==> src/dfcc_pkg.sv <==
// Shared types, constants and plane-forming function for the draw frustum-cull classifier.
// Depends on nothing; every other file in src refers to it by scoped names.

package dfcc_pkg;

	localparam int COORD_W    = 32;               // Q16.16 box coordinate
	localparam int FRAC_W     = 16;               // fractional bits of Q16.16
	localparam int COEF_W     = COORD_W + 1;      // Q17.16 plane coefficient
	localparam int PROD_W     = COEF_W + COORD_W; // exact coefficient * coordinate
	localparam int SUM_W      = PROD_W + 3;       // three products plus the offset term
	localparam int AXES       = 3;
	localparam int W_IDX      = 3;                // plane offset sits after x, y, z
	localparam int NUM_PLANES = 6;
	localparam int MAT_REGS   = 8;
	localparam int CFG_IDX_W  = 4;
	localparam int CFG_DATA_W = 64;
	localparam int OUT_CNT_W  = 16;

	typedef logic [MAT_REGS-1:0][CFG_DATA_W-1:0] mat_t;
	typedef logic [W_IDX:0][COEF_W-1:0] plane_t;

	// Identity matrix, one 1.0 in Q16.16 per row
	localparam mat_t MAT_RESET = {
		64'h0001_0000_0000_0000, 64'h0, 64'h0000_0000_0001_0000, 64'h0,
		64'h0, 64'h0001_0000_0000_0000, 64'h0, 64'h0000_0000_0001_0000
	};

	typedef enum logic [2:0] {
		PLANE_LEFT   = 3'd0, // r3 + r0
		PLANE_RIGHT  = 3'd1, // r3 - r0
		PLANE_BOTTOM = 3'd2, // r3 + r1
		PLANE_TOP    = 3'd3, // r3 - r1
		PLANE_NEAR   = 3'd4, // r2
		PLANE_FAR    = 3'd5  // r3 - r2
	} plane_e;

	typedef enum logic [1:0] {
		ALPHA_OPAQUE  = 2'd0,
		ALPHA_MASKED  = 2'd1,
		ALPHA_BLENDED = 2'd2,
		ALPHA_NONE    = 2'd3
	} alpha_e;

	typedef enum logic [1:0] {
		LIST_NONE        = 2'd0,
		LIST_OPAQUE      = 2'd1,
		LIST_MASKED      = 2'd2,
		LIST_TRANSPARENT = 2'd3
	} list_e;

	// One draw section as it travels down the cell chain
	typedef struct packed {
		logic                          frame_start;
		logic                          cull;
		logic                          drawable;
		logic                          casts_shadow;
		alpha_e                        alpha_mode;
		logic                          box_valid;
		logic [AXES-1:0][COORD_W-1:0]  bmin;
		logic [AXES-1:0][COORD_W-1:0]  bmax;
		logic                          outside;
	} item_t;

	// Matrix element (row r, column k), sign-extended to coefficient width
	function automatic logic [COEF_W-1:0] mat_elem(input mat_t m, input int r, input int k);
		logic [COORD_W-1:0] w;
		w = m[3'(2 * r + (k >> 1))][(k & 1) * COORD_W +: COORD_W];
		return {w[COORD_W-1], w};
	endfunction

	// Form one frustum plane from the matrix rows; sums are exact at 33 bits
	function automatic plane_t plane_coef(input mat_t m, input plane_e p);
		plane_t             pl;
		int                 rb;
		logic               sub;
		logic               only_b;
		logic [COEF_W-1:0]  a;
		logic [COEF_W-1:0]  b;
		rb     = 0;
		sub    = 1'b0;
		only_b = 1'b0;
		unique case (p)
			PLANE_LEFT:   begin rb = 0; sub = 1'b0; end
			PLANE_RIGHT:  begin rb = 0; sub = 1'b1; end
			PLANE_BOTTOM: begin rb = 1; sub = 1'b0; end
			PLANE_TOP:    begin rb = 1; sub = 1'b1; end
			PLANE_NEAR:   begin rb = 2; only_b = 1'b1; end
			PLANE_FAR:    begin rb = 2; sub = 1'b1; end
			default:      begin rb = 0; sub = 1'b0; end
		endcase
		for (int k = 0; k <= W_IDX; k++) begin
			a = mat_elem(m, 3, k);
			b = mat_elem(m, rb, k);
			if (only_b)
				pl[k] = b;
			else if (sub)
				pl[k] = a - b;
			else
				pl[k] = a + b;
		end
		return pl;
	endfunction

endpackage

==> src/dfcc_tally.sv <==
// List routing, saturating per-frame counters and the output register.
// Depends on dfcc_pkg for item_t and the list and alpha codes.

module dfcc_tally #(
	parameter int COUNT_WIDTH = 16
) (
	input  logic                              clk,
	input  logic                              arst_n,
	input  logic                              up_valid,
	input  dfcc_pkg::item_t                   up_item,
	output logic                              up_hold,
	output logic                              out_valid,
	input  logic                              out_stall,
	output logic                              to_shadow,
	output logic [1:0]                        main_list,
	output logic                              was_culled,
	output logic [dfcc_pkg::OUT_CNT_W-1:0]    opaque_count,
	output logic [dfcc_pkg::OUT_CNT_W-1:0]    masked_count,
	output logic [dfcc_pkg::OUT_CNT_W-1:0]    transparent_count,
	output logic [dfcc_pkg::OUT_CNT_W-1:0]    shadow_count,
	output logic [dfcc_pkg::OUT_CNT_W-1:0]    culled_count
);

	localparam logic [COUNT_WIDTH-1:0] CNT_MAX = {COUNT_WIDTH{1'b1}};

	logic                      valid_q;
	logic                      to_shadow_q;
	dfcc_pkg::list_e           list_q;
	logic                      culled_q;
	logic [COUNT_WIDTH-1:0]    opaque_q;
	logic [COUNT_WIDTH-1:0]    masked_q;
	logic [COUNT_WIDTH-1:0]    transparent_q;
	logic [COUNT_WIDTH-1:0]    shadow_q;
	logic [COUNT_WIDTH-1:0]    culled_cnt_q;
	logic                      capture;
	logic                      culled;
	logic                      inc_shadow;
	logic                      inc_opaque;
	logic                      inc_masked;
	logic                      inc_transparent;
	dfcc_pkg::list_e           list_d;

	assign up_hold = valid_q & out_stall;
	assign capture = up_valid & ~up_hold;

	// Route the section to its lists
	always_comb begin
		culled          = up_item.drawable & up_item.cull & up_item.box_valid & up_item.outside;
		inc_shadow      = up_item.drawable & up_item.casts_shadow;
		inc_opaque      = 1'b0;
		inc_masked      = 1'b0;
		inc_transparent = 1'b0;
		list_d          = dfcc_pkg::LIST_NONE;
		if (up_item.drawable && !culled) begin
			unique case (up_item.alpha_mode)
				dfcc_pkg::ALPHA_OPAQUE:  begin
					list_d     = dfcc_pkg::LIST_OPAQUE;
					inc_opaque = 1'b1;
				end
				dfcc_pkg::ALPHA_MASKED:  begin
					list_d     = dfcc_pkg::LIST_MASKED;
					inc_masked = 1'b1;
				end
				dfcc_pkg::ALPHA_BLENDED: begin
					list_d          = dfcc_pkg::LIST_TRANSPARENT;
					inc_transparent = 1'b1;
				end
				dfcc_pkg::ALPHA_NONE:    list_d = dfcc_pkg::LIST_NONE;
				default:                 list_d = dfcc_pkg::LIST_NONE;
			endcase
		end
	end

	// Clear on frame start, then bump and saturate
	function automatic logic [COUNT_WIDTH-1:0] bump(input logic [COUNT_WIDTH-1:0] cur,
		input logic clr, input logic inc);
		logic [COUNT_WIDTH-1:0] base;
		base = clr ? '0 : cur;
		return (inc && base != CNT_MAX) ? base + COUNT_WIDTH'(1) : base;
	endfunction

	// Hold the output until transfer; update totals on capture
	always_ff @(posedge clk or negedge arst_n) begin
		if (!arst_n) begin
			valid_q       <= 1'b0;
			opaque_q      <= '0;
			masked_q      <= '0;
			transparent_q <= '0;
			shadow_q      <= '0;
			culled_cnt_q  <= '0;
		end else begin
			if (!up_hold)
				valid_q <= up_valid;
			if (capture) begin
				opaque_q      <= bump(opaque_q, up_item.frame_start, inc_opaque);
				masked_q      <= bump(masked_q, up_item.frame_start, inc_masked);
				transparent_q <= bump(transparent_q, up_item.frame_start, inc_transparent);
				shadow_q      <= bump(shadow_q, up_item.frame_start, inc_shadow);
				culled_cnt_q  <= bump(culled_cnt_q, up_item.frame_start, culled);
			end
		end
	end

	always_ff @(posedge clk) begin
		if (capture) begin
			to_shadow_q <= inc_shadow;
			list_q      <= list_d;
			culled_q    <= culled;
		end
	end

	assign out_valid         = valid_q;
	assign to_shadow         = to_shadow_q;
	assign main_list         = list_q;
	assign was_culled        = culled_q;
	assign opaque_count      = dfcc_pkg::OUT_CNT_W'(opaque_q);
	assign masked_count      = dfcc_pkg::OUT_CNT_W'(masked_q);
	assign transparent_count = dfcc_pkg::OUT_CNT_W'(transparent_q);
	assign shadow_count      = dfcc_pkg::OUT_CNT_W'(shadow_q);
	assign culled_count      = dfcc_pkg::OUT_CNT_W'(culled_cnt_q);

	a_one_main_list: assert property (@(posedge clk) disable iff (!arst_n)
		capture |-> $countones({inc_opaque, inc_masked, inc_transparent, culled}) <= 1)
		else $error("section counted in more than one main list");

	a_frame_clear: assert property (@(posedge clk) disable iff (!arst_n)
		(capture && up_item.frame_start) |=> (opaque_q <= COUNT_WIDTH'(1))
		&& (masked_q <= COUNT_WIDTH'(1)) && (transparent_q <= COUNT_WIDTH'(1))
		&& (shadow_q <= COUNT_WIDTH'(1)) && (culled_cnt_q <= COUNT_WIDTH'(1)))
		else $error("counters not cleared on frame start");

	a_culled_no_list: assert property (@(posedge clk) disable iff (!arst_n)
		(valid_q && culled_q) |-> (list_q == dfcc_pkg::LIST_NONE))
		else $error("culled section placed in a main list");

	a_counts_hold: assert property (@(posedge clk) disable iff (!arst_n)
		(valid_q && out_stall) |=> $stable(opaque_q) && $stable(culled_cnt_q)
		&& $stable(shadow_q))
		else $error("counters moved while result waits");

endmodule

==> config.mk <==
export PLATFORM = sky130hd
export DESIGN_NAME = dfcc_tally
export DESIGN_NICKNAME = d
export VERILOG_FILES = /design/src/dfcc_pkg.sv /design/src/dfcc_tally.sv
export SDC_FILE = /design/constraint.sdc
export NUM_CORES = 1
export LEC_CHECK = 0
export BUFFER_PORTS_ARGS = -buffer_cell sky130_fd_sc_hd__buf_4
export CORE_AREA = 2 2 112 114
export CTS_BUF_LIST = sky130_fd_sc_hd__clkbuf_16
export CTS_CLUSTER_SIZE = 28
export DETAILED_ROUTE_END_ITERATION = 12
export DIE_AREA = 0 0 114 116
export GPL_TIMING_DRIVEN = 0
export PLACE_DENSITY = 0.76
export SLEW_MARGIN = 40
export SYNTH_ARGS = -nofsm -noshare
export SYNTH_HDL_FRONTEND = slang
export SYNTH_SLANG_ARGS = --single-unit
export TNS_END_PERCENT = 1
==> constraint.sdc <==
create_clock -name clk -period 4.05 [get_ports clk]
set_clock_uncertainty 0.15 [all_clocks]
set_input_delay 0.6075 -clock clk [delete_from_list [all_inputs] [get_ports clk]]
set_output_delay 0.6075 -clock clk [all_outputs]
set_load 0.01 [all_outputs]
After elaboration in Yosys (flattened, before gate mapping)
Cells that the tools add are included.
{"block": "word_totals", "register_bits": 85, "inputBits": 204, "out_inout_bits": 86, "wordCells": 54}
{"block": "classes", "add_sub_neg": 5, "eq_ne": 8, "mux": 17, "n_bitwise": 7, "n_reduce_logical": 8}
{"operator": "16-bit two-way mux", "count": 10}
{"operator": "16-bit by 1-bit adder with 16-bit output (second input constant)", "count": 5}
{"operator": "16-bit != test (second input constant)", "count": 5}
{"operator": "2-bit case mux with 4 select lines", "count": 1}
{"operator": "1-bit AND", "count": 6}
{"operator": "1-bit logical AND", "count": 6}
{"operator": "1-bit two-way mux", "count": 6}
{"operator": "2-bit equality test (second input constant)", "count": 2}
{"operator": "2-bit by 1-bit equality test with 1-bit output (second input constant)", "count": 1}
{"operator": "2-bit logical NOT", "count": 1}
{"operator": "1-bit logical NOT", "count": 1}
{"operator": "1-bit inverter", "count": 1}

Depth between registers and ports, before layout
{"block": "depth", "ltp_word": 8, "mapped_depth": 12, "mapped_depth_nobuf": 7}

Worst setup path before layout
Ideal clock, no wire load.
{"block": "synth_path", "path_type": "input to register", "start": "input up_item[199] (netlist name)", "end": "register shadow_q[14] (netlist: shadow_count[14])", "setup_time_ns": 0.069, "arrival_ns": 2.814, "slack_ns": 1.017, "path_stages": 11, "n_path_buf": 4, "path_cell_list": "buf_6 -> buf_2 -> buf_2 -> buf_2 -> nor2b_1 -> ha_1 -> and4_2 -> nand3_4 -> or3b_4 -> or4_1 -> nand3_1"}
{"block": "synth_between", "elab_chain_len": 4}
{"item": "from (decl)", "line": "dfcc_tally.sv:10", "source": "input dfcc_pkg::item_t up_item,"}
{"item": "16-bit two-way mux *", "line": "dfcc_tally.sv:78", "source": "base = clr ? '0 : cur;"}
{"item": "parallel branches: the longest is 2 deep, another holds 16-bit by 1-bit adder with 16-bit output"}
{"item": "16-bit two-way mux *", "line": "dfcc_tally.sv:79", "source": "return (inc && base != CNT_MAX) ? base + COUNT_WIDTH'(1) : base;"}
{"item": "to (signal assigned)", "line": "dfcc_tally.sv:98", "source": "shadow_q <= bump(shadow_q, up_item.frame_start, inc_shadow);"}
{"item": "to (decl)", "line": "dfcc_tally.sv:33", "source": "logic [COUNT_WIDTH-1:0] shadow_q;"}
Mark *: on every way between the ends.
A chain may end at the register's enable or synchronous reset.

Worst setup path in the final report
{"block": "layout_path", "start": "input up_item[199] (netlist name)", "end": "register opaque_q[7] (netlist: opaque_count[7])"}
{"block": "layout_between", "elab_chain_len": 4}
{"item": "16-bit two-way mux *", "line": "dfcc_tally.sv:78"}
{"item": "parallel branches: the longest is 2 deep, another holds 16-bit by 1-bit adder with 16-bit output"}
{"item": "16-bit two-way mux *", "line": "dfcc_tally.sv:79"}
{"item": "to (signal assigned)", "line": "dfcc_tally.sv:95", "source": "opaque_q <= bump(opaque_q, up_item.frame_start, inc_opaque);"}
{"item": "to (decl)", "line": "dfcc_tally.sv:30", "source": "logic [COUNT_WIDTH-1:0] opaque_q;"}
Marks and branches as above.

==> impl_metrics.env <==
export IMPL_crit_fanout=10
export IMPL_cts_setup_buffers=0
export IMPL_hold_viol=0
export IMPL_fin_setup_tns_ps=0
export IMPL_hold_class="input pin to async pin"
export IMPL_cellPowerDensity_nw_per_um2=340
export IMPL_rr_endpoint="culled_count[0]$_DFFE_PN0P_"
export IMPL_drt_initial_drc_count=492
export IMPL_grt_pass1_vias=5012
export IMPL_synth_mux_area_share_pct=1.36
export IMPL_synth_top_cell_by_area="dfrtp_1"
export IMPL_path_cells="buf_4 -> buf_6 -> buf_2 -> buf_2 -> clkbuf_1 -> nor2b_1 -> ha_1 -> nand4b_1 -> nor3_2 -> a21oi_1 -> nand3_1 -> xor2_1"
export IMPL_fp_dieW_um=114
export IMPL_synth_edf_count=4
export IMPL_ios=290
export IMPL_tightest_slew_ps=799
export IMPL_yosysWarnings=0
export IMPL_synth_xor_area_share_pct=4.42
export IMPL_ant_nets=0
export IMPL_crit_reg2reg_launch="out_valid$_DFFE_PN0N_"
export IMPL_dr_total_vias=5141
export IMPL_startpoint_type="input pin"
export IMPL_port_buffers=96
export IMPL_remaining_drc_errors=0
export IMPL_status="completed"
export IMPL_post_cts_resized=0
export IMPL_core_area_um2=11900
export IMPL_worstPathRequired_ps=4130
export IMPL_critical_path_top_delay_family="buffers and inverters"
export IMPL_clk_latency_ps=350
export IMPL_synth_seq_cells=85
export IMPL_dr_pass1_iters=5
export IMPL_slew_violations=0
export IMPL_finalCritPeriodShare_pct=85.1
export IMPL_syn_cell_area_um2=5160
export IMPL_rsz0062_at_grt="false"
export IMPL_cts_made_buffers=9
export IMPL_fin_nets=872
export IMPL_cp_slowest_cell="clkbuf_1"
export IMPL_grt_max_degree=82
export IMPL_place_congestion=0.911
export IMPL_num_antenna_cells=0
export IMPL_dp_hpwl_mm=11.5
export IMPL_syn_area_per_cell_um2=9.31
export IMPL_seq_area_frac_synth_pct=41.6
export IMPL_netlist_instances=554
export IMPL_cts_tree="yes"
export IMPL_slew_headroom_pct=46.6
export IMPL_r2r_slack_ps=1350
export IMPL_cts_root_buffer="clkbuf_16"
export IMPL_synth_nets=765
export IMPL_placed_area_um2=6070
export IMPL_routed_wl_mm=16.5
export IMPL_critical_path_class="input pin to flop"
export IMPL_arrival_ps=3520
export IMPL_synthArstFlopShare_pct=95.3
export IMPL_placementRows=40
export IMPL_peakVddDrop_uv=226
export IMPL_worstRegToRegCells=7
export IMPL_synthTopCellsByArea="dfrtp_1 39%, nand2_1 4.4%, nand3_1 3.4%"
export IMPL_end_kind="flop"
export IMPL_final_area_um2=6350
export IMPL_clkTransAtPathRegs_ps=70
export IMPL_dieArea_um2=13200
export IMPL_drive_above_1_share_pct=21.3
export IMPL_postCtsHoldBufs=0
export IMPL_path_depth=12
export IMPL_routedWlPerCell_um=20.3
export IMPL_cts_buffer_depth=2
export IMPL_h_tree_depth=3
export IMPL_drv_cap=0
export IMPL_clkSinkCount=85
export IMPL_vias_per_cell=6.32
export IMPL_fin_crit_ps=3450
export IMPL_synth_top_family_by_area="simple AND/OR/NAND/NOR gates"
export IMPL_yosysTopAreaCellShare_pct=39.3
export IMPL_fill_cells=1093
export IMPL_synth_compound_area_share_pct=16.3
export IMPL_grt_pass1_wl_mm=25.7
export IMPL_ys_types=66
export IMPL_antenna_found_initial=0
export IMPL_setup_viol=0
export IMPL_grtUsageTotal_pct=25.1
export IMPL_synth_fa_ha_area_share_pct=1.70
export IMPL_cpMostUsedCell="buf_2"
export IMPL_timing_fmax_ghz=0.290
export IMPL_overflow=0
export IMPL_critPathBufInv=5
export IMPL_area_growth_pct=23.2
export IMPL_start_util_pct=43.3
export IMPL_p_leak_nw=2.84
export IMPL_synth_flop_cell="dfrtp_1"
export IMPL_synth_simple_area_share_pct=31.1
export IMPL_die_h_um=116
export IMPL_cp_slowest_stage_delay_ps=520
-- synthesized netlist by cell type (3+ instances only) --
master,number
nor3b_1,11
a31oi_1,10
or2_2,3
nand3_1,35
mux2i_1,7
o21ai_0,16
edfxtp_1,4
nor3_1,20
o211ai_1,3
clkbuf_1,20
and4_1,11
a2111oi_0,4
a41oi_1,4
a21oi_1,14
o2111ai_1,4
inv_1,12
and3_1,23
nand3b_1,3
o311ai_0,6
and4b_1,6
a211oi_1,3
buf_2,9
nand4_1,22
a41o_1,4
a221o_1,16
nand4b_1,4
nand2b_1,5
nand2_1,61
nor2_1,27
xnor2_1,9
ha_1,7
a21boi_0,6
nor2b_1,14
dfrtp_1,81
nor4_1,6
xor2_1,17
and2_1,10
-- cells in the final DEF (no fill, tap or decap), types with 4 or more instances in the layout --
cell / synthesis / routed
and4_1: 11 / 11
and4b_1: 6 / 6
ha_1: 7 / 7
o311ai_0: 6 / 6
nand4b_1: 4 / 4
o2111ai_1: 4 / 4
and2_1: 10 / 10
clkinv_2: 0 / 5
nor2_1: 27 / 27
edfxtp_1: 4 / 4
clkbuf_1: 20 / 19
a21oi_1: 14 / 14
buf_2: 9 / 9
nor2b_1: 14 / 14
a2111oi_0: 4 / 4
a31oi_1: 10 / 10
a41oi_1: 4 / 4
a21boi_0: 6 / 6
inv_1: 12 / 13
nor3_1: 20 / 20
a221o_1: 16 / 16
o21ai_0: 16 / 16
mux2i_1: 7 / 7
nand3_1: 35 / 35
xor2_1: 17 / 17
and3_1: 23 / 23
a41o_1: 4 / 4
nor4_1: 6 / 6
nand2b_1: 5 / 5
nor3b_1: 11 / 11
nand2_1: 61 / 61
dfrtp_1: 81 / 81
buf_4: 0 / 95
xnor2_1: 9 / 9
nand4_1: 22 / 22
clkbuf_16: 0 / 9
-- through the flow --
step | hold slack (ps) | setup WS (ps) | utilization (%) | cells | power (W)
global placement | 382 | 314 | 50.9 | 797 | 0.00134
floorplan | 162 | 1020 | - | 554 | 0.00116
finish | 100 | 604 | 53.3 | 813 | 0.00216
CTS | 197 | 622 | 53.3 | 813 | 0.00217
detailed placement | 400 | 256 | 50.9 | 797 | 0.00135
global route | 200 | 394 | 53.3 | 813 | 0.00224
-- report_power, final --
part | internal, W | switching, W
Clock | 0.000470 | 0.000346
Sequential | 0.000907 | 0.0000849
Combinational | 0.000148 | 0.000202
Total | 0.00153 | 0.000634
-- area by class of cell --
cell class              count  area, um^2  share of cell area [%]
clock inverters             7        58.8                   0.926
clock buffers               9         225                    3.54
repair buffers             96         727                    11.4
multi-input cells         426        2830                    44.5
well taps                 147         184                    2.89
flip-flops and latches     85        2150                    33.8
inverters                  13        48.8                   0.768
plain buffers              30         133                    2.09
-- per-layer routing --
metal | global-route usage [%] | wire length (um) | vias to the layer above
met4 | 12.0 | 414 | 0
met1 | 33.6 | 6950 | 2525
met5 | 0 | 0 | -
met2 | 39.5 | 7780 | 258
met3 | 4.71 | 1370 | 39
li1 | - | - | 2319
-- sequential cells by signal, summed over array words and instances, names as in the netlist --
name,count
opaque_count,16
was_culled,1
shadow_count,16
transparent_count,16
culled_count,16
main_list,2
out_valid,1
masked_count,16
to_shadow,1
-- worst reg2reg max path, cell delays in order, from the launching register on --
cell and delay [ps]:
dfrtp_1 390, a21bo_2 210, clkbuf_1 230, inv_1 270, buf_2 300, clkbuf_1 550
nand2_1 170, a32o_1 310
-- worst max-delay path by stage --
stage | start | endpoint
after floorplan | up_item[199] | shadow_count[14]$_DFFE_PN0P_
after global placement | up_item[199] | opaque_count[3]$_DFFE_PN0P_
after detailed placement | up_item[199] | opaque_count[3]$_DFFE_PN0P_
after CTS | up_item[199] | opaque_count[3]$_DFFE_PN0P_
after global routing | up_item[199] | opaque_count[7]$_DFFE_PN0P_
final | up_item[199] | opaque_count[7]$_DFFE_PN0P_
-- cell families after synthesis --
kind of cell    Yosys count
compound gates          108
xor+xnor                 26
fa+ha+maj                 7
buf+inv                  43
flops                    85
mux                       7
simple gates            278
No activity file was read; power rests on OpenSTA's default activity.
